[src/rtl/hsps_pkg.sv]
`timescale 1ns / 1ps

package hsps_pkg;

    // Input item: one byte of the parameter set
    typedef struct packed {
        logic [7:0] data_byte;
        logic       last_byte;
    } hsps_in_t;

    // Result item: one per unit, on the last byte
    typedef struct packed {
        logic [20:0] pic_width;
        logic [21:0] pic_height;
        logic [7:0]  profile_id;
        logic [7:0]  level_id;
        logic [1:0]  status;
    } hsps_out_t;

    // Queue entry between the byte front end and the bit parser
    typedef struct packed {
        logic [7:0] data_byte;
        logic       last_byte;
        logic       skip;
    } hsps_entry_t;

    // Status codes
    localparam logic [1:0] STATUS_OK        = 2'd0;
    localparam logic [1:0] STATUS_TRUNC     = 2'd1;
    localparam logic [1:0] STATUS_UNDERFLOW = 2'd2;

    // Start code length in bytes
    localparam int unsigned START_CODE_BYTES = 4;

    // Profiles that carry the chroma / bit depth / scaling list syntax
    localparam logic [7:0] PROF_HIGH      = 8'd100;
    localparam logic [7:0] PROF_HIGH10    = 8'd110;
    localparam logic [7:0] PROF_HIGH422   = 8'd122;
    localparam logic [7:0] PROF_HIGH444   = 8'd244;
    localparam logic [7:0] PROF_CAVLC444  = 8'd44;
    localparam logic [7:0] PROF_SCAL_BASE = 8'd83;
    localparam logic [7:0] PROF_SCAL_HIGH = 8'd86;
    localparam logic [7:0] PROF_MV_HIGH   = 8'd118;

    function automatic logic is_high_profile(input logic [7:0] p);
        is_high_profile = (p == PROF_HIGH) || (p == PROF_HIGH10) ||
                          (p == PROF_HIGH422) || (p == PROF_HIGH444) ||
                          (p == PROF_CAVLC444) || (p == PROF_SCAL_BASE) ||
                          (p == PROF_SCAL_HIGH) || (p == PROF_MV_HIGH);
    endfunction

endpackage

[src/rtl/hsps_front.sv]
`timescale 1ns / 1ps

module hsps_front (
    input  logic                 clk,
    input  logic                 rst_n,
    input  logic                 cfg_valid,
    input  logic                 cfg_data,
    input  logic                 in_valid,
    output logic                 in_stall,
    input  hsps_pkg::hsps_in_t   in_data,
    output logic                 head_valid,
    output hsps_pkg::hsps_entry_t head,
    input  logic                 pop
);
    import hsps_pkg::*;

    localparam int unsigned DEPTH = 4;
    localparam int unsigned PW    = $clog2(DEPTH);

    logic              strip_reg;
    logic [2:0]        prefix_reg;
    logic [PW-1:0]     wr_ptr_reg, rd_ptr_reg;
    logic [PW:0]       count_reg;
    hsps_entry_t       queue_reg [DEPTH];
    logic              push;
    logic              skip_now;

    assign in_stall   = (count_reg == (PW+1)'(DEPTH));
    assign push       = in_valid && !in_stall;
    assign head_valid = (count_reg != '0);
    assign head       = queue_reg[rd_ptr_reg];
    assign skip_now   = strip_reg && (prefix_reg < 3'(START_CODE_BYTES));

    // Start code setting
    always_ff @(posedge clk or negedge rst_n)
    begin
        if (!rst_n)
            strip_reg <= 1'b1;
        else if (cfg_valid)
            strip_reg <= cfg_data;
    end

    // Classify: count start code bytes per unit
    always_ff @(posedge clk or negedge rst_n)
    begin
        if (!rst_n)
            prefix_reg <= '0;
        else if (push)
        begin
            if (in_data.last_byte)
                prefix_reg <= '0;
            else if (skip_now)
                prefix_reg <= prefix_reg + 3'd1;
        end
    end

    // Queue storage
    always_ff @(posedge clk)
    begin
        if (push)
            queue_reg[wr_ptr_reg] <= '{data_byte: in_data.data_byte,
                                       last_byte: in_data.last_byte,
                                       skip:      skip_now};
    end

    // Queue pointers
    always_ff @(posedge clk or negedge rst_n)
    begin
        if (!rst_n)
        begin
            wr_ptr_reg <= '0;
            rd_ptr_reg <= '0;
            count_reg  <= '0;
        end
        else
        begin
            if (push)
                wr_ptr_reg <= wr_ptr_reg + PW'(1);
            if (pop)
                rd_ptr_reg <= rd_ptr_reg + PW'(1);
            if (push && !pop)
                count_reg <= count_reg + (PW+1)'(1);
            else if (pop && !push)
                count_reg <= count_reg - (PW+1)'(1);
        end
    end

    a_no_overflow: assert property (@(posedge clk) disable iff (!rst_n)
        count_reg <= (PW+1)'(DEPTH)) else $error("queue over depth");
    a_pop_nonempty: assert property (@(posedge clk) disable iff (!rst_n)
        pop |-> head_valid) else $error("pop from empty queue");
    a_prefix_bound: assert property (@(posedge clk) disable iff (!rst_n)
        prefix_reg <= 3'(START_CODE_BYTES)) else $error("prefix count overrun");

endmodule

[src/rtl/hsps_back.sv]
`timescale 1ns / 1ps

module hsps_back #(
    parameter int unsigned FIELD_BITS = 16
) (
    input  logic                  clk,
    input  logic                  rst_n,
    input  logic                  head_valid,
    input  hsps_pkg::hsps_entry_t head,
    output logic                  pop,
    output logic                  out_valid,
    input  logic                  out_stall,
    output hsps_pkg::hsps_out_t   out_data
);
    import hsps_pkg::*;

    localparam int unsigned FB = FIELD_BITS;
    localparam int unsigned CW = FB + 6;
    localparam int unsigned XW = (CW > 23) ? CW : 23;

    typedef enum logic [5:0] {
        ST_HDR, ST_PROFILE, ST_CONSTR, ST_LEVEL, ST_SPS_ID, ST_CHROMA, ST_RESID,
        ST_BDL, ST_BDC, ST_BYPASS, ST_MATRIX, ST_LIST_FLAG, ST_DELTA,
        ST_FRAMENUM, ST_POC_TYPE, ST_POC_LSB, ST_POC_ZERO, ST_OFF_NONREF,
        ST_OFF_TB, ST_CYCLE_N, ST_CYCLE_OFF, ST_MAXREF, ST_GAPS, ST_WIDTH,
        ST_HEIGHT, ST_FRAME_ONLY, ST_MBAFF, ST_DIRECT, ST_CROP_FLAG, ST_CROP,
        ST_VUI, ST_DONE
    } step_t;

    typedef enum logic [1:0] {PH_RUN, PH_SUM, PH_EMIT} phase_t;

    // Parser state
    step_t         step_reg, step_next;
    phase_t        phase_reg, phase_next;
    logic [2:0]    bit_idx_reg, bit_idx_next;
    logic [2:0]    byte_cnt_reg, byte_cnt_next;
    logic [7:0]    byte_sr_reg, byte_sr_next;
    logic [5:0]    zero_run_reg, zero_run_next;
    logic [5:0]    suffix_reg, suffix_next;
    logic [FB:0]   acc_reg, acc_next;
    logic          ovf_reg, ovf_next;
    logic [7:0]    profile_reg, profile_next;
    logic [7:0]    level_reg, level_next;
    logic          chroma444_reg, chroma444_next;
    logic [3:0]    list_reg, list_next;
    logic [6:0]    entry_reg, entry_next;
    logic [7:0]    last_scale_reg, last_scale_next;
    logic [FB-1:0] cycle_reg, cycle_next;
    logic [FB-1:0] width_reg, width_next;
    logic [FB-1:0] height_reg, height_next;
    logic          frame_only_reg, frame_only_next;
    logic [FB-1:0] crop_reg [4];
    logic [FB-1:0] crop_val;
    logic [1:0]    crop_idx;
    logic          crop_we;

    // Size pipeline and output
    logic [XW-1:0] fw_reg, fh_reg, cw_reg, ch_reg;
    logic          done_reg;
    logic          out_valid_reg;
    hsps_out_t     out_reg;

    // Per-bit signals
    logic          bit_val;
    logic          take;
    logic          byte_end;
    logic          ue_done;
    logic [FB-1:0] ue_val;
    logic [FB+8:0] ue_ext;
    logic [7:0]    delta;
    logic [7:0]    scale_sum;
    logic [3:0]    list_inc;
    logic [6:0]    entry_inc;
    logic          slot_free;
    logic [XW-1:0] w_diff, h_diff;
    logic          w_under, h_under;

    assign bit_val   = head.data_byte[3'd7 - bit_idx_reg];
    assign take      = (phase_reg == PH_RUN) && head_valid && !head.skip;
    assign byte_end  = (phase_reg == PH_RUN) && head_valid &&
                       (head.skip || bit_idx_reg == 3'd7);
    assign pop       = byte_end;
    assign slot_free = !out_valid_reg || !out_stall;
    assign out_valid = out_valid_reg;
    assign out_data  = out_reg;

    // Exp-Golomb bit step; value saturates at all ones
    always_comb
    begin
        zero_run_next = zero_run_reg;
        suffix_next   = suffix_reg;
        acc_next      = acc_reg;
        ovf_next      = ovf_reg;
        ue_done       = 1'b0;
        ue_val        = '0;
        if (suffix_reg == '0)
        begin
            if (!bit_val && zero_run_reg < 6'd32)
                zero_run_next = zero_run_reg + 6'd1;
            else if (zero_run_reg == '0)
                ue_done = 1'b1;
            else
            begin
                suffix_next = zero_run_reg;
                acc_next    = (FB+1)'(1);
                ovf_next    = 1'b0;
            end
        end
        else
        begin
            acc_next    = {acc_reg[FB-1:0], bit_val};
            ovf_next    = ovf_reg | acc_reg[FB];
            suffix_next = suffix_reg - 6'd1;
            if (suffix_reg == 6'd1)
            begin
                ue_done = 1'b1;
                if (ovf_next || (acc_next[FB] && |acc_next[FB-1:0]))
                    ue_val = '1;
                else
                    ue_val = FB'(acc_next - (FB+1)'(1));
                zero_run_next = '0;
                acc_next      = '0;
                ovf_next      = 1'b0;
            end
        end
    end

    // Scaling list delta, taken mod 256
    assign ue_ext    = (FB+9)'(ue_val);
    assign delta     = ue_ext[0] ? (ue_ext[8:1] + 8'd1) : (8'd0 - ue_ext[8:1]);
    assign scale_sum = last_scale_reg + delta;
    assign list_inc  = list_reg + 4'd1;
    assign entry_inc = entry_reg + 7'd1;

    // Syntax walk
    always_comb
    begin
        step_next       = step_reg;
        phase_next      = phase_reg;
        bit_idx_next    = bit_idx_reg;
        byte_cnt_next   = byte_cnt_reg;
        byte_sr_next    = byte_sr_reg;
        profile_next    = profile_reg;
        level_next      = level_reg;
        chroma444_next  = chroma444_reg;
        list_next       = list_reg;
        entry_next      = entry_reg;
        last_scale_next = last_scale_reg;
        cycle_next      = cycle_reg;
        width_next      = width_reg;
        height_next     = height_reg;
        frame_only_next = frame_only_reg;
        crop_we         = 1'b0;
        crop_idx        = list_reg[1:0];
        crop_val        = ue_val;

        if (take)
        begin
            bit_idx_next = bit_idx_reg + 3'd1;
            unique case (step_reg)
                ST_HDR, ST_PROFILE, ST_CONSTR, ST_LEVEL:
                begin
                    byte_sr_next  = {byte_sr_reg[6:0], bit_val};
                    byte_cnt_next = byte_cnt_reg + 3'd1;
                    if (byte_cnt_reg == 3'd7)
                    begin
                        unique case (step_reg)
                            ST_HDR:     step_next = ST_PROFILE;
                            ST_PROFILE:
                            begin
                                profile_next = byte_sr_next;
                                step_next    = ST_CONSTR;
                            end
                            ST_CONSTR:  step_next = ST_LEVEL;
                            default:
                            begin
                                level_next = byte_sr_next;
                                step_next  = ST_SPS_ID;
                            end
                        endcase
                    end
                end
                ST_SPS_ID:
                    if (ue_done)
                        step_next = is_high_profile(profile_reg) ? ST_CHROMA : ST_FRAMENUM;
                ST_CHROMA:
                    if (ue_done)
                    begin
                        chroma444_next = (ue_val == FB'(3));
                        step_next      = (ue_val == FB'(3)) ? ST_RESID : ST_BDL;
                    end
                ST_RESID:  step_next = ST_BDL;
                ST_BDL:    if (ue_done) step_next = ST_BDC;
                ST_BDC:    if (ue_done) step_next = ST_BYPASS;
                ST_BYPASS: step_next = ST_MATRIX;
                ST_MATRIX:
                    if (bit_val)
                    begin
                        list_next = '0;
                        step_next = ST_LIST_FLAG;
                    end
                    else
                        step_next = ST_FRAMENUM;
                ST_LIST_FLAG:
                    if (bit_val)
                    begin
                        last_scale_next = 8'd8;
                        entry_next      = '0;
                        step_next       = ST_DELTA;
                    end
                    else
                    begin
                        list_next = list_inc;
                        step_next = (list_inc >= (chroma444_reg ? 4'd12 : 4'd8)) ?
                                    ST_FRAMENUM : ST_LIST_FLAG;
                    end
                ST_DELTA:
                    if (ue_done)
                    begin
                        if (scale_sum != 8'd0)
                            last_scale_next = scale_sum;
                        entry_next = entry_inc;
                        if (scale_sum == 8'd0 ||
                            entry_inc >= ((list_reg < 4'd6) ? 7'd16 : 7'd64))
                        begin
                            list_next = list_inc;
                            step_next = (list_inc >= (chroma444_reg ? 4'd12 : 4'd8)) ?
                                        ST_FRAMENUM : ST_LIST_FLAG;
                        end
                    end
                ST_FRAMENUM: if (ue_done) step_next = ST_POC_TYPE;
                ST_POC_TYPE:
                    if (ue_done)
                        step_next = (ue_val == '0) ? ST_POC_LSB :
                                    (ue_val == FB'(1)) ? ST_POC_ZERO : ST_MAXREF;
                ST_POC_LSB:    if (ue_done) step_next = ST_MAXREF;
                ST_POC_ZERO:   step_next = ST_OFF_NONREF;
                ST_OFF_NONREF: if (ue_done) step_next = ST_OFF_TB;
                ST_OFF_TB:     if (ue_done) step_next = ST_CYCLE_N;
                ST_CYCLE_N:
                    if (ue_done)
                    begin
                        cycle_next = ue_val;
                        step_next  = (ue_val != '0) ? ST_CYCLE_OFF : ST_MAXREF;
                    end
                ST_CYCLE_OFF:
                    if (ue_done)
                    begin
                        cycle_next = cycle_reg - FB'(1);
                        if (cycle_reg == FB'(1))
                            step_next = ST_MAXREF;
                    end
                ST_MAXREF: if (ue_done) step_next = ST_GAPS;
                ST_GAPS:   step_next = ST_WIDTH;
                ST_WIDTH:
                    if (ue_done)
                    begin
                        width_next = ue_val;
                        step_next  = ST_HEIGHT;
                    end
                ST_HEIGHT:
                    if (ue_done)
                    begin
                        height_next = ue_val;
                        step_next   = ST_FRAME_ONLY;
                    end
                ST_FRAME_ONLY:
                begin
                    frame_only_next = bit_val;
                    step_next       = bit_val ? ST_DIRECT : ST_MBAFF;
                end
                ST_MBAFF:  step_next = ST_DIRECT;
                ST_DIRECT: step_next = ST_CROP_FLAG;
                ST_CROP_FLAG:
                    if (bit_val)
                    begin
                        list_next = '0;
                        step_next = ST_CROP;
                    end
                    else
                        step_next = ST_VUI;
                ST_CROP:
                    if (ue_done)
                    begin
                        crop_we   = 1'b1;
                        list_next = list_inc;
                        if (list_inc >= 4'd4)
                            step_next = ST_VUI;
                    end
                ST_VUI:  step_next = ST_DONE;
                ST_DONE: step_next = ST_DONE;
                default: step_next = ST_DONE;
            endcase
        end

        // Unit end: sum, then emit
        unique case (phase_reg)
            PH_RUN:  if (byte_end && head.last_byte) phase_next = PH_SUM;
            PH_SUM:  phase_next = PH_EMIT;
            PH_EMIT: if (slot_free) phase_next = PH_RUN;
            default: phase_next = PH_RUN;
        endcase
    end

    // Exp-Golomb registers update only in exp-Golomb steps
    function automatic logic is_ue_step(input step_t s);
        is_ue_step = (s == ST_SPS_ID) || (s == ST_CHROMA) || (s == ST_BDL) ||
                     (s == ST_BDC) || (s == ST_DELTA) || (s == ST_FRAMENUM) ||
                     (s == ST_POC_TYPE) || (s == ST_POC_LSB) || (s == ST_OFF_NONREF) ||
                     (s == ST_OFF_TB) || (s == ST_CYCLE_N) || (s == ST_CYCLE_OFF) ||
                     (s == ST_MAXREF) || (s == ST_WIDTH) || (s == ST_HEIGHT) ||
                     (s == ST_CROP);
    endfunction

    // Underflow check and subtraction
    assign w_under = cw_reg > fw_reg;
    assign h_under = ch_reg > fh_reg;
    assign w_diff  = fw_reg - cw_reg;
    assign h_diff  = fh_reg - ch_reg;

    // State and registered outputs
    always_ff @(posedge clk or negedge rst_n)
    begin
        if (!rst_n)
        begin
            step_reg       <= ST_HDR;
            phase_reg      <= PH_RUN;
            bit_idx_reg    <= '0;
            byte_cnt_reg   <= '0;
            byte_sr_reg    <= '0;
            zero_run_reg   <= '0;
            suffix_reg     <= '0;
            acc_reg        <= '0;
            ovf_reg        <= 1'b0;
            profile_reg    <= '0;
            level_reg      <= '0;
            chroma444_reg  <= 1'b0;
            list_reg       <= '0;
            entry_reg      <= '0;
            last_scale_reg <= 8'd8;
            cycle_reg      <= '0;
            width_reg      <= '0;
            height_reg     <= '0;
            frame_only_reg <= 1'b0;
            for (int i = 0; i < 4; i++)
                crop_reg[i] <= '0;
            out_valid_reg  <= 1'b0;
        end
        else
        begin
            if (phase_reg == PH_EMIT && slot_free)
            begin
                // Deliver and rearm for the next unit
                out_valid_reg  <= 1'b1;
                step_reg       <= ST_HDR;
                phase_reg      <= PH_RUN;
                bit_idx_reg    <= '0;
                byte_cnt_reg   <= '0;
                byte_sr_reg    <= '0;
                zero_run_reg   <= '0;
                suffix_reg     <= '0;
                acc_reg        <= '0;
                ovf_reg        <= 1'b0;
                profile_reg    <= '0;
                level_reg      <= '0;
                chroma444_reg  <= 1'b0;
                list_reg       <= '0;
                entry_reg      <= '0;
                last_scale_reg <= 8'd8;
                cycle_reg      <= '0;
                width_reg      <= '0;
                height_reg     <= '0;
                frame_only_reg <= 1'b0;
                for (int i = 0; i < 4; i++)
                    crop_reg[i] <= '0;
            end
            else
            begin
                // Result taken by the receiver
                if (!out_stall)
                    out_valid_reg <= 1'b0;
                step_reg       <= step_next;
                phase_reg      <= phase_next;
                bit_idx_reg    <= bit_idx_next;
                byte_cnt_reg   <= byte_cnt_next;
                byte_sr_reg    <= byte_sr_next;
                if (take && is_ue_step(step_reg))
                begin
                    zero_run_reg <= zero_run_next;
                    suffix_reg   <= suffix_next;
                    acc_reg      <= acc_next;
                    ovf_reg      <= ovf_next;
                end
                profile_reg    <= profile_next;
                level_reg      <= level_next;
                chroma444_reg  <= chroma444_next;
                list_reg       <= list_next;
                entry_reg      <= entry_next;
                last_scale_reg <= last_scale_next;
                cycle_reg      <= cycle_next;
                width_reg      <= width_next;
                height_reg     <= height_next;
                frame_only_reg <= frame_only_next;
                if (crop_we)
                    crop_reg[crop_idx] <= crop_val;
            end
        end
    end

    // Frame and crop sizes, registered in the sum phase ahead of the compare
    always_ff @(posedge clk)
    begin
        if (phase_reg == PH_SUM)
        begin
            done_reg <= (step_reg == ST_DONE);
            fw_reg   <= XW'({1'b0, width_reg} + (FB+1)'(1)) << 4;
            fh_reg   <= XW'({1'b0, height_reg} + (FB+1)'(1)) << (frame_only_reg ? 4 : 5);
            cw_reg   <= (XW'(crop_reg[0]) + XW'(crop_reg[1])) << 1;
            ch_reg   <= (XW'(crop_reg[2]) + XW'(crop_reg[3])) << 1;
        end
    end

    // Result payload
    always_ff @(posedge clk)
    begin
        if (phase_reg == PH_EMIT && slot_free)
        begin
            out_reg.profile_id <= profile_reg;
            out_reg.level_id   <= level_reg;
            if (!done_reg)
            begin
                out_reg.pic_width  <= '0;
                out_reg.pic_height <= '0;
                out_reg.status     <= STATUS_TRUNC;
            end
            else
            begin
                out_reg.status <= (w_under || h_under) ? STATUS_UNDERFLOW : STATUS_OK;
                if (w_under)
                    out_reg.pic_width <= '0;
                else if (w_diff > XW'(21'h1FFFFF))
                    out_reg.pic_width <= '1;
                else
                    out_reg.pic_width <= w_diff[20:0];
                if (h_under)
                    out_reg.pic_height <= '0;
                else if (h_diff > XW'(22'h3FFFFF))
                    out_reg.pic_height <= '1;
                else
                    out_reg.pic_height <= h_diff[21:0];
            end
        end
    end

    a_no_pop_at_end: assert property (@(posedge clk) disable iff (!rst_n)
        (phase_reg != PH_RUN) |-> !pop) else $error("byte consumed during result");
    a_emit_loads: assert property (@(posedge clk) disable iff (!rst_n)
        (phase_reg == PH_EMIT && slot_free) |=> out_valid_reg && step_reg == ST_HDR)
        else $error("result not loaded");
    a_trunc_zero: assert property (@(posedge clk) disable iff (!rst_n)
        (out_valid_reg && out_reg.status == STATUS_TRUNC) |->
        (out_reg.pic_width == '0 && out_reg.pic_height == '0))
        else $error("truncated result with size");
    a_sum_follows_last: assert property (@(posedge clk) disable iff (!rst_n)
        (pop && head.last_byte) |=> phase_reg == PH_SUM)
        else $error("last byte did not close unit");

endmodule

[src/rtl/h264_sps_size_parser_core.sv]
`timescale 1ns / 1ps
// H.264 sequence parameter set size parser.
// Input channel (in_valid / in_stall / in_data): one byte per transfer,
// MSB first, last_byte marks the final byte of a unit. A four entry queue
// sits between the byte front end and the bit parser, so bytes are taken
// while the parser works and while a result waits.
// Output channel (out_valid / out_stall / out_data): one result per unit,
// sent after the byte marked last: size, profile, level and status.
// Config channel (cfg_valid / cfg_ready / cfg_data): start code strip bit,
// always ready; write it only while no unit is in flight.
// Throughput: the parser takes one bit per cycle while a byte waits in the
// queue and no unit end is pending; a start code byte is dropped whole.
// After the last byte the parser passes a sum phase and then an emit phase
// for the size compare before the result is loaded into the output register.
// A stalled result holds its value; the parser then waits at unit end and
// the queue keeps taking bytes until it is full, then in_stall rises.
// Reset clears the queue, the parser and the output, and sets stripping on.

module h264_sps_size_parser_core #(
    parameter int unsigned FIELD_BITS = 16
) (
    input  logic                clk,
    input  logic                rst_n,
    input  logic                cfg_valid,
    output logic                cfg_ready,
    input  logic                cfg_data,
    input  logic                in_valid,
    output logic                in_stall,
    input  hsps_pkg::hsps_in_t  in_data,
    output logic                out_valid,
    input  logic                out_stall,
    output hsps_pkg::hsps_out_t out_data
);
    import hsps_pkg::*;

    logic        head_valid;
    hsps_entry_t head;
    logic        pop;

    assign cfg_ready = 1'b1;

    // Byte front end and queue
    hsps_front u_front (
        .clk        (clk),
        .rst_n      (rst_n),
        .cfg_valid  (cfg_valid),
        .cfg_data   (cfg_data),
        .in_valid   (in_valid),
        .in_stall   (in_stall),
        .in_data    (in_data),
        .head_valid (head_valid),
        .head       (head),
        .pop        (pop)
    );

    // Bit parser and result register
    hsps_back #(
        .FIELD_BITS (FIELD_BITS)
    ) u_back (
        .clk        (clk),
        .rst_n      (rst_n),
        .head_valid (head_valid),
        .head       (head),
        .pop        (pop),
        .out_valid  (out_valid),
        .out_stall  (out_stall),
        .out_data   (out_data)
    );

endmodule
[config.mk]
export PLATFORM = sky130hd
export DESIGN_NAME = h264_sps_size_parser_core
export DESIGN_NICKNAME = d
export VERILOG_FILES = /design/src/rtl/hsps_pkg.sv /design/src/rtl/hsps_front.sv /design/src/rtl/hsps_back.sv /design/src/rtl/h264_sps_size_parser_core.sv
export SDC_FILE = /design/constraint.sdc
export NUM_CORES = 1
export LEC_CHECK = 0
export BUFFER_PORTS_ARGS = -buffer_cell sky130_fd_sc_hd__buf_4
export CORE_MARGIN = 4
export CORE_UTILIZATION = 53
export CTS_BUF_LIST = sky130_fd_sc_hd__clkbuf_16
export CTS_CLUSTER_SIZE = 12
export DETAILED_ROUTE_END_ITERATION = 8
export GPL_TIMING_DRIVEN = 0
export PLACE_DENSITY = 0.75
export SYNTH_ARGS = -nofsm -noshare
export SYNTH_HDL_FRONTEND = slang
export SYNTH_SLANG_ARGS = --single-unit
[constraint.sdc]
create_clock -name clk -period 20.3 [get_ports clk]
set_input_delay 2.03 -clock clk [delete_from_list [all_inputs] [get_ports clk]]
set_output_delay 2.03 -clock clk [all_outputs]
set_load 0.03 [all_outputs]
==> results.txt, run 1 <==
----------------------------------------------------
[Detailed routing]
  Residual DRC ... 0
  Routed Wire Length ... 48.6 mm
  Drt via density ... 5.75
  DR pass1 iterations ... 6
  Count of antenna-violating nets left after detailed routing ... 0
  Detail-routed net length per standard cell ... 17.2 µm
  1st-iter DRT viols ... 1128
  Vias ... 16200

[STA]
  Maximum clock skew at final layout ... 0.0276 ns
  Worst hold slack ... 0.453 ns
  Post-route clock period utilization ... 46.5%
  Relative slew slack ... 3.56%
  Final Hold Viols ... 0
  Maximum clock frequency ... 106 MHz
  Setup TNS ... 0 ns
  Final worst-path setup slack ... 10.86 ns
  Final number of setup-violating endpoints ... 0
  Setup repair after global routing missed its margin ... no
  Final number of max-transition violations ... 0
  Worst slew pin tran ... 1.45 ns
  Final critical-path required period ... 9.44 ns

[Hold path]
  Min-Delay Path Depth ... 0
  Class of the most critical hold timing path ... flop to flop

[Worst setup path]
  Critical Path Fanout Max ... 11
  Most frequent cell on the critical path ... a21oi_1
  Worst setup path startpoint ... u_front.rd_ptr_reg[1]$_DFFE_PN0P_
  WP buf/inv ... 8
  Logic depth of the worst setup path including buffers ... 30
  Arrival time reported for the critical path endpoint ... 9.90 ns
  Worst R2R End ... u_back.step_reg[0]$_DFFE_PN0P_
  Worst reg2reg path startpoint ... u_front.rd_ptr_reg[1]$_DFFE_PN0P_
  Worst setup path endpoint ... u_back.step_reg[0]$_DFFE_PN0P_
  Required arrival time at the worst endpoint ... 20.76 ns
  Critical path class ... flop to flop
  R2R cell count ... 30
  Worst Setup Start Kind ... flop
  Worst reg2reg setup slack ... 10.86 ns
  Critical path's largest stage delay ... 0.59 ns
  Type of element capturing the critical path ... flop
  Cell with the largest stage delay on the worst path ... or4_1
  Category of cells accounting for the largest share of critical-path delay ... buffers and inverters

[Clocking]
  Post-CTS clock slew at the launch and capture registers of the worst setup and hold paths ... 0.06 ns
  Maximum buffer depth of the clock tree ... 3
  Number of clock sinks ... 382
  TritonCTS clock tree ... built
  Clock latency on the worst-skew pair ... 0.57 ns
  Buffers inserted during post-CTS setup optimization ... 0
  CTS Root Cell ... clkbuf_16
  Cts-stage hold buffer count ... 0
  Post-CTS sizing ... 0
  Max H-tree Level ... 2
  Num CTS Buffers ... 42

[Pwr]
  Worst IR drop on VDD ... 0.0823 mV
  Register share of total power ... 36.6%
  Power Total ... 2.81 mW
  Internal power contribution ... 1.74 mW
  Static power due to leakage ... 9.77 nW
  Switch Pwr ... 1.07 mW
  Proportion of power drawn by the clock network ... 25.5%
  Net switching share of the total power ... 38.0%
  Power density over cell area ... 120 nW/µm²
  Power share of the combinational group ... 37.9%

[Logic synthesis]
  Most frequently used cell type in the post-synthesis netlist ... nand2_1
  Average footprint of a synthesized cell ... 9.63 µm²
  Cell type contributing the most total cell area after synthesis ... dfrtp_1
  Flip-flop and latch count after synthesis ... 382
  Synth Instances ... 2145
  Cell types with the highest counts after synthesis ... nand2_1 (337), a21oi_1 (216), dfrtp_1 (209), edfxtp_1 (171), nor2_1 (150)
  Prevailing post-synth register cell ... dfrtp_1
  Register area share after synthesis ... 50.4%
  Count of warnings emitted by yosys ... 0
  Share of Yosys cell area claimed by the top area cell type ... 25.3%
  Top cells by area in the synthesized netlist ... dfrtp_1 (25%), edfxtp_1 (25%), ha_1 (6.2%), nand2_1 (6.1%), a21oi_1 (5.2%)
  Combined area of all synthesized cells ... 20700 µm²
  Yosys cell types ... 79
  Number of synthesized flops with an enable pin ... 171
  Net count after synthesis ... 2266
  Fraction of synthesis flops using an asynchronous set or reset pin ... 55.2%

[Global route]
  Vias in the first global route ... 16300
  Initial antenna violation count ... 0
  Remaining global-route overflow ... 0
  First-pass GRT wire length ... 80.9 mm
  Pin count of the biggest net entering global routing ... 121
  Global-route total usage across every layer ... 23.4%

[Die]
  Die extent in y ... 205 µm
  Initial Utilization ... 53.6%
  Top-level port count ... 79
  Standard cell core area ... 38600 µm²
  DIE WIDTH ... 205 µm
  Rows ... 72
  Overall die area ... 42200 µm²

[Layout]
  Antenna cell count ... 0
  Signed area change from the synthesized netlist to the final layout ... 12.9%
  Area of the multi-input gates ... 9450 µm²
  Storage element area ... 10400 µm²
  Utilization of the core after routing ... 60.5%
  Number of flip-flops under the largest register name ... 64
  # nets final ... 2393
  Post-route design area ... 23300 µm²
  Share of cells above drive strength 1 ... 7.76%
  Final instance count without filler cells ... 2824
  Filler cell count in the final layout ... 3201

[Placement]
  Setup WS pre-CTS ... 11.07 ns
  Total placed cells including tap cells ... 2746
  PortBufs ... 77
  Placed Instance Area ... 22000 µm²
  Detailed-placement wirelength estimate ... 34.8 mm
  Final weighted congestion in routability-driven placement ... 0.961

[Run status]
  Outcome ... complete, no violations

[Run]
  Count of max-cap constraint violations ... 0

----------------------------------------------------
placed cells by master (no fill, tap or decap), types with 69 or more instances in the layout:
cell / count
xnor2_1: 69
o21ai_0: 146
a21oi_1: 215
dfrtp_1: 209
edfxtp_1: 171
nand2_1: 337
nor2_1: 150
ha_1: 102
clkbuf_1: 90
inv_1: 123
buf_4: 78
logic make-up after synthesis:
group | after synthesis | share of synthesized area [%]
adder cells (fa/ha/maj) | 106 | 6.56
AND/OR/NAND/NOR | 755 | 16.8
multiplexers | 60 | 3.08
XOR/XNOR | 108 | 4.58
AO/OA/AOI/OAI | 518 | 14.6
other | 1 | 0.0181
buffers and inverters | 215 | 3.94
flip-flops | 382 | 50.4
worst min path at each step:
stage,startpoint,to
final,u_back.level_reg[1]$_DFFE_PN0P_,u_back.out_data[3]$_DFFE_PP_
after floorplan,u_back.level_reg[0]$_DFFE_PN0P_,u_back.out_data[2]$_DFFE_PP_
after detailed placement,u_back.level_reg[7]$_DFFE_PN0P_,u_back.out_data[9]$_DFFE_PP_
after global routing,u_back.level_reg[5]$_DFFE_PN0P_,u_back.out_data[7]$_DFFE_PP_
after global placement,u_back.level_reg[7]$_DFFE_PN0P_,u_back.out_data[9]$_DFFE_PP_
after CTS,u_back.level_reg[1]$_DFFE_PN0P_,u_back.out_data[3]$_DFFE_PP_
metal layers:
layer  part of all wire [%]  up-vias  global-route usage, %
met4                    3.2        0                   8.23
met3                    5.7      110                   4.19
met5                      0        -                      0
met2                     49      506                   40.1
li1                       -     7850                      -
met1                     42     7774                   30.0
cell type report:
type,instances,area share (%)
Tap cell,518,2.78
Buffer,101,1.67
Multi-Input combinational cell,1548,40.5
Clock inverter,35,0.934
Timing Repair Buffer,83,3.00
Inverter,114,1.83
Clock buffer,43,4.61
Sequential cell,382,44.7
power by group through the flow:
stage	combinational [mW]	clock, mW	sequential, mW
after floorplan	0.697	0	1.08
after global routing	1.17	0.763	1.04
after CTS	1.05	0.730	1.03
after detailed placement	1.05	0	1.04
final	1.06	0.717	1.03
after global placement	1.01	0	1.04
(Power assumes the default switching activity.)
==> run 2: changes to the inputs <==
--- a/config.mk
+++ b/config.mk
@@ -5,6 +5,7 @@
 export SDC_FILE = /design/constraint.sdc
 export NUM_CORES = 1
 export LEC_CHECK = 0
+export ABC_AREA = 1
 export BUFFER_PORTS_ARGS = -buffer_cell sky130_fd_sc_hd__buf_4
 export CORE_MARGIN = 4
 export CORE_UTILIZATION = 53
==> constraint.sdc (replaced) <==
create_clock -name clk -period 9.9 [get_ports clk]
set_input_delay 0.99 -clock clk [delete_from_list [all_inputs] [get_ports clk]]
set_output_delay 0.99 -clock clk [all_outputs]
set_load 0.03 [all_outputs]
==> run 2 against run 1 <==
Compared with the run above:
- sequential share of layout area up 0.27 points
- synthesized cell count grew 6.5%
- critical path depth up 7
- final cell count rose by 4.6%
- non-clock buffer count decreased by 34
- core utilization is 0.63 points higher
- clock power increased by 110%
- critical path type unchanged
- largest cell class unchanged
==> results.txt, run 2 <==
----------------------------------------------------
[Clocking]
  Num CTS Buffers ... 42
  Number of clock sinks ... 382
  Post-CTS clock slew at the launch and capture registers of the worst setup and hold paths ... 0.06 ns
  Cts-stage hold buffer count ... 0
  CTS Root Cell ... clkbuf_16
  Max H-tree Level ... 2
  Buffers inserted during post-CTS setup optimization ... 0
  Post-CTS sizing ... 0
  Maximum buffer depth of the clock tree ... 3
  TritonCTS clock tree ... built
  Clock latency on the worst-skew pair ... 0.58 ns

[Pwr]
  Worst IR drop on VDD ... 0.159 mV
  Power density over cell area ... 260 nW/µm²
  Static power due to leakage ... 10.6 nW

[Worst setup path]
  R2R cell count ... 37
  Worst R2R End ... u_back.step_reg[1]$_DFFE_PN0P_
  Critical path class ... flop to flop
  Cell with the largest stage delay on the worst path ... o21ai_1
  Worst Setup Start Kind ... flop
  Category of cells accounting for the largest share of critical-path delay ... simple AND/OR/NAND/NOR gates
  Required arrival time at the worst endpoint ... 10.34 ns
  Most frequent cell on the critical path ... nand2_1
  Critical Path Fanout Max ... 11
  Type of element capturing the critical path ... flop
  Critical path's largest stage delay ... 0.50 ns
  WP buf/inv ... 7
  Worst reg2reg path startpoint ... u_front.rd_ptr_reg[1]$_DFFE_PN0P_
  Worst reg2reg setup slack ... 4.19 ns
  Arrival time reported for the critical path endpoint ... 6.15 ns

[Detailed routing]
  1st-iter DRT viols ... 1186
  Residual DRC ... 0
  Vias ... 16300
  Routed Wire Length ... 48.1 mm
  Detail-routed net length per standard cell ... 16.3 µm
  Drt via density ... 5.52
  DR pass1 iterations ... 5
  Count of antenna-violating nets left after detailed routing ... 0

[Die]
  Rows ... 71
  Top-level port count ... 79
  Die extent in y ... 205 µm
  Overall die area ... 42000 µm²
  DIE WIDTH ... 205 µm
  Standard cell core area ... 37900 µm²
  Initial Utilization ... 54.2%

[Global route]
  Initial antenna violation count ... 0
  Met2 demand-to-capacity share in global routing ... 40.0%
  Pin count of the biggest net entering global routing ... 114
  Most used routing layer in global routing ... met2
  Met1 Resource Use GR ... 29.5%
  First-pass GRT wire length ... 78.9 mm
  Grt met3 use ... 3.72%
  Global-route total usage across every layer ... 23.1%
  Remaining global-route overflow ... 0
  Vias in the first global route ... 15900

[Logic synthesis]
  Top cells by area in the synthesized netlist ... dfrtp_1 (25%), edfxtp_1 (25%), nand2_1 (6.8%), ha_1 (6.2%), o21ai_0 (5.6%)
  Most frequently used cell type in the post-synthesis netlist ... nand2_1
  Number of synthesized flops with an enable pin ... 171
  Share of cell area taken by muxes after synthesis ... 0.657%
  Cell types with the highest counts after synthesis ... nand2_1 (375), inv_1 (277), o21ai_0 (229), dfrtp_1 (209), nand3_1 (200)
  Post-synthesis share of cell area spent on and, or, nand and nor gates ... 18.7%
  Parity-gate share of the synthesized area counting xor and xnor cells ... 4.47%
  Count of warnings emitted by yosys ... 0
  Register area share after synthesis ... 50.7%
  Share of Yosys cell area claimed by the top area cell type ... 25.4%
  Yosys cell types ... 59
  Synth Instances ... 2285
  Adder-cell area share of the yosys netlist ... 6.59%
  Net count after synthesis ... 2406
  Flip-flop and latch count after synthesis ... 382
  Largest family of logic cells by synthesized area ... simple AND/OR/NAND/NOR gates
  Combined area of all synthesized cells ... 20600 µm²
  Prevailing post-synth register cell ... dfrtp_1
  Cell type contributing the most total cell area after synthesis ... dfrtp_1
  Fraction of synthesis flops using an asynchronous set or reset pin ... 55.2%
  Average footprint of a synthesized cell ... 9.00 µm²
  Synth Area in Compound Gates ... 12.1%

[Layout]
  Filler cell count in the final layout ... 3130
  Commonest cells after routing, fill and taps aside ... nand2_1 (375), inv_1 (296), o21ai_0 (229), dfrtp_1 (209), nand3_1 (200)
  Antenna cell count ... 0
  Post-route design area ... 23200 µm²
  # nets final ... 2531
  Signed area change from the synthesized netlist to the final layout ... 12.7%
  Most common library cell in the layout ignoring fill and taps ... nand2_1
  Number of flip-flops under the largest register name ... 64
  Share of cells above drive strength 1 ... 8.39%

[STA]
  Final critical-path required period ... 5.71 ns
  Final number of setup-violating endpoints ... 0
  Setup repair after global routing missed its margin ... no
  Maximum clock frequency ... 175 MHz
  Worst slew pin tran ... 1.01 ns
  Setup TNS ... 0 ns
  Final Hold Viols ... 0
  Relative slew slack ... 32.7%
  Final number of max-transition violations ... 0
  Final worst-path setup slack ... 4.19 ns
  Post-route clock period utilization ... 57.7%
  Maximum clock skew at final layout ... 0.0301 ns

[Placement]
  Detailed-placement wirelength estimate ... 35.0 mm
  Setup WS pre-CTS ... 4.34 ns
  Final weighted congestion in routability-driven placement ... 0.949
  PortBufs ... 77
  Placed Instance Area ... 21900 µm²

[Run]
  Count of max-cap constraint violations ... 0

[Hold path]
  Class of the most critical hold timing path ... primary input to asynchronous set/reset pin

[Run status]
  Outcome ... complete, no violations

----------------------------------------------------
## run 2: how the worst max path moves through the flow
| stage | to | slack [ns] | depth (start not counted) | from |
|---|---|---|---|---|
| 2_1_floorplan | u_back.list_reg[0]$_DFFE_PN0P_ | 5.29 | 38 | u_front.rd_ptr_reg[0]$_DFFE_PN0P_ |
| 3_3_place_gp | u_back.byte_cnt_reg[0]$_DFFE_PN0P_ | 4.06 | 9 | out_stall |
| 3_5_place_dp | u_back.step_reg[1]$_DFFE_PN0P_ | 4.34 | 37 | u_front.rd_ptr_reg[1]$_DFFE_PN0P_ |
| 4_1_cts | u_back.step_reg[1]$_DFFE_PN0P_ | 4.20 | 37 | u_front.rd_ptr_reg[1]$_DFFE_PN0P_ |
| 5_1_grt | u_back.step_reg[4]$_DFFE_PN0P_ | 3.74 | 37 | u_front.rd_ptr_reg[1]$_DFFE_PN0P_ |
| 6_report | u_back.step_reg[1]$_DFFE_PN0P_ | 4.19 | 37 | u_front.rd_ptr_reg[1]$_DFFE_PN0P_ |
## run 2: final cells by class
type | count | area, µm² | area share, %
flip-flops and latches | 382 | 10400 | 44.9
inverters | 288 | 1080 | 4.66
repair buffers | 81 | 673 | 2.90
clock buffers | 43 | 1080 | 4.64
plain buffers | 69 | 323 | 1.39
multi-input cells | 1546 | 8750 | 37.8
well taps | 511 | 639 | 2.76
clock inverters | 35 | 218 | 0.939
## run 2: per-layer routing
metal	part of all wire, %	vias up
met5	0	-
met4	3.6	0
met3	5.3	116
met2	49	492
met1	42	7683
li1	-	8007
## run 2: power breakdown
group          leakage [nW]  total [mW]  switching [mW]  internal [mW]
Sequential             4.43        2.28           0.212           2.07
Clock                 0.704        1.47           0.632          0.841
Combinational          5.46        2.27            1.53          0.743
## run 2: logic make-up (layout without fill, tap and decap cells)
family	count (synthesis)	in the layout
adders and majority gates	106	106
and+or+nand+nor	874	874
buffers and inverters	357	516
AOI/OAI and AO/OA	448	448
DFF	382	382
muxes	12	12
xor gates and xnor gates	105	105
other	1	1
## run 2: through the flow
stage	util [%]	hold WS, ns	power [mW]	cells
after floorplan	-	0.421	3.90	2285
after global placement	57.4	0.428	4.48	2873
after detailed placement	57.7	0.428	4.56	2877
after CTS	61.1	0.438	6.05	2955
after global routing	61.1	0.451	6.44	2955
final	61.1	0.437	6.02	2955
## run 2: worst reg2reg max path: cells and delay by family, from the launching register on
kind | cells | cell delay (ns)
buffers and inverters | 7 | 0.86
and+or+nand+nor | 18 | 1.84
DFF | 1 | 0.38
xor gates and xnor gates | 2 | 0.37
adders and majority gates | 3 | 0.72
AOI/OAI and AO/OA | 7 | 1.40
